==> config.mk <==
export PLATFORM = sky130hd
export DESIGN_NAME = psme_mul
export DESIGN_NICKNAME = d
export VERILOG_FILES = /design/src/rtl/psme_mul.sv
export SDC_FILE = /design/constraint.sdc
export NUM_CORES = 2
export LEC_CHECK = 0
export BUFFER_PORTS_ARGS = -buffer_cell sky130_fd_sc_hd__buf_2
export CAP_MARGIN = 20
export CORE_ASPECT_RATIO = 0.9
export CORE_MARGIN = 2
export CORE_UTILIZATION = 57
export CTS_BUF_LIST = sky130_fd_sc_hd__clkbuf_4 sky130_fd_sc_hd__clkbuf_8
export CTS_CLUSTER_DIAMETER = 80
export DETAILED_ROUTE_END_ITERATION = 6
export PLACE_DENSITY = 0.74
export SLEW_MARGIN = 25
export SYNTH_ARGS = -nofsm -noshare
export SYNTH_HDL_FRONTEND = slang
export SYNTH_SLANG_ARGS = --single-unit
==> constraint.sdc <==
create_clock -name clk -period 19.1 [get_ports clk]
set_input_delay 3.82 -clock clk [delete_from_list [all_inputs] [get_ports clk]]
set_output_delay 3.82 -clock clk [all_outputs]
set_load 0.005 [all_outputs]
==> src/rtl/psme_mul.sv <==
// Shared signed 32 by 32 multiplier with a registered product.
module psme_mul
(
    input  logic               clk,
    input  logic signed [31:0] a,
    input  logic signed [31:0] b,
    output logic signed [63:0] p
);

    logic signed [63:0] p_reg;

    // One product per cycle, registered before any further use.
    always_ff @(posedge clk)
    begin
        p_reg <= a * b;
    end

    assign p = p_reg;

endmodule

# Word level (Yosys, flattened, before mapping)
# Cells that the tools add are included.
[word_totals] ff_bits=64 inputBits=65 word_cells=2
[op_classes] multipliers=1
[op_table] cell="$mul A32 B32 Y64" n=1

# Longest topological paths before layout
[logic_depth] ltp_word=1 depth_mapped=28 depth_no_buf=27

# Worst setup path before layout
# Ideal clock, no wire load.
[synth_path] kind="input port to flip-flop" start="in b[2]" end="reg p_reg[62], in the netlist p[62]" setup_time_ns=0.072 arrival_time_ns=11.009 setup_slack_ns=8.019 cell_stages=24 path_buffers=1 cell_sequence="clkbuf_1 > nand2_1 > inv_1 > fa_1 > fa_1 > fa_1 > fa_1 > inv_1 > fa_1 > inv_1 > fa_1 > inv_1 > fa_1 > inv_1 > fa_1 > ha_1 > and3_1 > nand2_1 > or3_1 > o22a_1 > o211ai_1 > a31oi_1 > o31ai_1 > xor2_1"
[synth_between] elab_chain_cells=1
[synth_rtl] item="from (decl)" line="6" rtl="input logic signed [31:0] b,"
[synth_rtl] item="$mul A32 B32 Y64" line="15" rtl="p_reg <= a * b;"
[synth_rtl] item="to (signal assigned)" line="15"
[synth_rtl] item="to (decl)" line="10" rtl="logic signed [63:0] p_reg;"
# No other way between the ends.

# Final worst setup path
# Same ends and word-level chain as after synthesis.

==> impl_metrics.csv <==
group,metric,value,unit
clocking,cts_num_sinks,64,
yosys,syn_avg_cell_area,9.589,µm²
min_path,hold_path.class,"in -> reg",
route,postRouteAntennaNets,0,
clocking,postCtsSetupBuffers,0,
yosys,ys_types,63,
sta,max_freq,84.00,MHz
final_layout,area.growth.synth_to_final,3.538,%
yosys,yosys_warnings,0,
route,dr_total_vias,25490,
route,route.detailed.wl_per_inst,20.07,µm
sta,worst_margin_pin_slew,0.8983,ns
global_route,grt.overflow.total,0,
job,drv_cap,0,
clocking,worst_setup_hold_path_clk_slew,0.11,ns
yosys,netlist_instances,3884,
floorplanning,boundaryPins,129,
clocking,cts_inserted_buffers,9,
final_layout,largest_register_ffs,64,
worst_setup_path,cp_endpoint_kind,"flip-flop",
clocking,cts_resized,0,
route,avgViaCountPerCell,5.423,
clocking,post_cts_hold_buffer_count,0,
sta,timing.final.hold_violations,0,
clocking,cts-root-buf,"clkbuf_8",
sta,final.period_utilization,0.6233,
floorplanning,die-area,67400,µm²
floorplanning,initial_utilization,0.5782,
run_status,run_status,"finished with violations",
worst_setup_path,cp_data_arrival_time,12.27,ns
yosys,yosys_register_bits,64,
sta,setup_viol,0,
global_route,grt_max_degree,33,
place,portBuffers,128,
floorplanning,die-height,246.5,µm
yosys,mappedNetlistNets,5215,
worst_setup_path,crit_fanout,32,
sta,aggregate_negative_setup_slack,0,ns
run_status,violations,"DRC",
sta,layout_min_cycle_time,11.90,ns
floorplanning,num_rows,88,
clocking,cts_tree,"done",
clocking,ctsHtreeMaxLevel,3,
yosys,ys_async_sr_fraction,0,
floorplanning,dieWidth,273.4,µm
global_route,antenna_found_initial,9,
final_layout,drive_above_1_share,0.04737,
place,place_hpwl,76.58,mm
yosys,syn_area,37240,µm²
worst_setup_path,critical_path_class,"in -> reg",
sta,timing.final.max_slew_violations,0,
yosys,synth_sequential_area_ratio,0.03440,
final_layout,layout.nets,5168,
sta,slew_hr,0.4012,
route,finalWirelength,94.31,mm
route,detail_route.first_pass.iterations,7,
yosys,dominantRegCellSynth,"dfxtp_1",
global_route,via_count_of_the_first_global_routing_pass,27980,
worst_setup_path,setup.worst_path.start_class,"primary input",
route,drt_first_iter_violations,1887,
yosys,synth_enable_flop_cells,0,
clocking,clockBufferDepth,2,
route,residual_drc,3,
global_route,wire_length_of_the_first_global_routing_pass,155.7,mm
floorplanning,coreArea,64410,µm²
sta,rsz_0062_raised_after_global_routing,"false",
global_route,global_route.usage.total,0.3051,
worst_setup_path,critPathRequiredTime,19.47,ns
final_layout,final_core_util,0.5986,
place,gpl.final_weighted_congestion,0.9414,
==> per-layer routing <==
layer | share of wire | global-route usage
met1 | 0.41 | 0.4284
met2 | 0.44 | 0.4515
met3 | 0.13 | 0.1137
met4 | 0.019 | 0.07345
met5 | 0.00092 | 0
==> worst max-delay path, cell delays in order <==
cell and delay, ns:
buf_2 0.60, nand2_1 0.19, inv_1 0.17, fa_1 0.45, fa_1 0.50, fa_1 0.75
fa_1 0.94, inv_1 0.38, fa_1 0.58, inv_1 0.05, fa_1 0.53, inv_1 0.05
fa_1 0.49, inv_1 0.07, fa_1 0.46, ha_1 0.41, and3_1 0.22, nand2_1 0.08
or3_1 0.37, o211ai_1 0.45, a31oi_1 0.22, o31ai_1 0.27, xor2_1 0.17
==> path summary, 6_finish.rpt <==
check	start	end	slack [ns]	cells past startpoint
hold / removal	b[0]	p[0]$_DFF_P_	4.00	2
setup / recovery	b[2]	p[62]$_DFF_P_	7.20	23
==> through the flow <==
step	hold WS, ns	instances	cell area [µm²]	setup slack (ns)
6_report	4.002	4700	38560	7.195
5_1_grt	4.007	4699	38560	6.839
4_1_cts	3.966	4696	38540	7.297
3_5_place_dp	4.195	4680	38300	6.839
3_3_place_gp	4.197	4680	38300	6.950
2_1_floorplan	3.947	3884	37240	8.019
==> placed cells by master, fill, tap and decap left out, types with 4 or more instances in the layout <==
| cell type | Yosys | routed |
|---|---|---|
| a21oi_1 | 68 | 68 |
| a21o_1 | 23 | 23 |
| fa_1 | 1082 | 1082 |
| o21bai_1 | 15 | 15 |
| xor2_1 | 22 | 22 |
| nand2_1 | 511 | 511 |
| xnor2_1 | 53 | 53 |
| o21ai_0 | 28 | 28 |
| ha_1 | 184 | 184 |
| nor3_1 | 6 | 6 |
| a31oi_1 | 12 | 12 |
| o31ai_1 | 6 | 6 |
| buf_2 | 3 | 128 |
| nand4_1 | 7 | 7 |
| buf_4 | 0 | 13 |
| and3_1 | 7 | 7 |
| a211oi_1 | 4 | 4 |
| o21a_1 | 4 | 4 |
| nand2b_1 | 9 | 9 |
| and2_1 | 516 | 516 |
| clkbuf_8 | 0 | 9 |
| inv_1 | 952 | 951 |
| or3_1 | 4 | 4 |
| nor2_1 | 42 | 42 |
| dfxtp_1 | 64 | 64 |
| nand3_1 | 15 | 15 |
==> layout make-up <==
cell class | count | area, µm²
Timing Repair Buffer | 142 | 745.7
Sequential cell | 64 | 1281
Inverter | 952 | 3573
Clock inverter | 7 | 125.1
Multi-Input combinational cell | 2668 | 31630
Clock buffer | 9 | 123.9
Fill cell | 5437 | 25850
Antenna cell | 3 | 7.507
Tap cell | 855 | 1070
==> synth_stat cells, types with 2 or more instances <==
cell | instances | area [µm²]
a211oi_1 | 4 | 30.03
a211oi_2 | 3 | 37.54
a21boi_0 | 3 | 22.52
a21o_1 | 23 | 172.7
a21o_2 | 2 | 17.52
a21oi_1 | 68 | 340.3
a31oi_1 | 12 | 75.07
and2_1 | 516 | 3228
and3_1 | 7 | 43.79
and4_1 | 3 | 26.28
buf_1 | 2 | 7.510
buf_2 | 3 | 15.01
clkbuf_1 | 195 | 732.0
dfxtp_1 | 64 | 1281
fa_1 | 1082 | 21660
ha_1 | 184 | 2302
inv_1 | 952 | 3573
nand2_1 | 511 | 1918
nand2b_1 | 9 | 56.30
nand3_1 | 15 | 75.07
nand4_1 | 7 | 43.79
nor2_1 | 42 | 157.7
nor2b_1 | 3 | 18.77
nor3_1 | 6 | 30.03
o211ai_1 | 3 | 22.52
o21a_1 | 4 | 30.03
o21ai_0 | 28 | 140.1
o21ai_2 | 2 | 17.52
o21bai_1 | 15 | 112.6
o22a_1 | 2 | 17.52
o31ai_1 | 6 | 45.04
or3_1 | 4 | 25.02
xnor2_1 | 53 | 464.2
xor2_1 | 22 | 192.7
==> cells by family (layout without fill, tap and decap cells) <==
logic type                 count (synthesis)  in the layout  synth area share
and+or+nand+nor                         1134           1134            0.1537
adders and majority gates               1266           1266            0.6434
buffers and inverters                   1152           1110            0.1162
DFF                                       64             64           0.03440
xor gates and xnor gates                  75             75           0.01764
AOI/OAI and AO/OA                        193            193           0.03464
other                                      0              3                 0
Power is left out: the tool's default activity adds up to more than one toggle a clock period on the data nets, which glitch-free logic cannot reach.
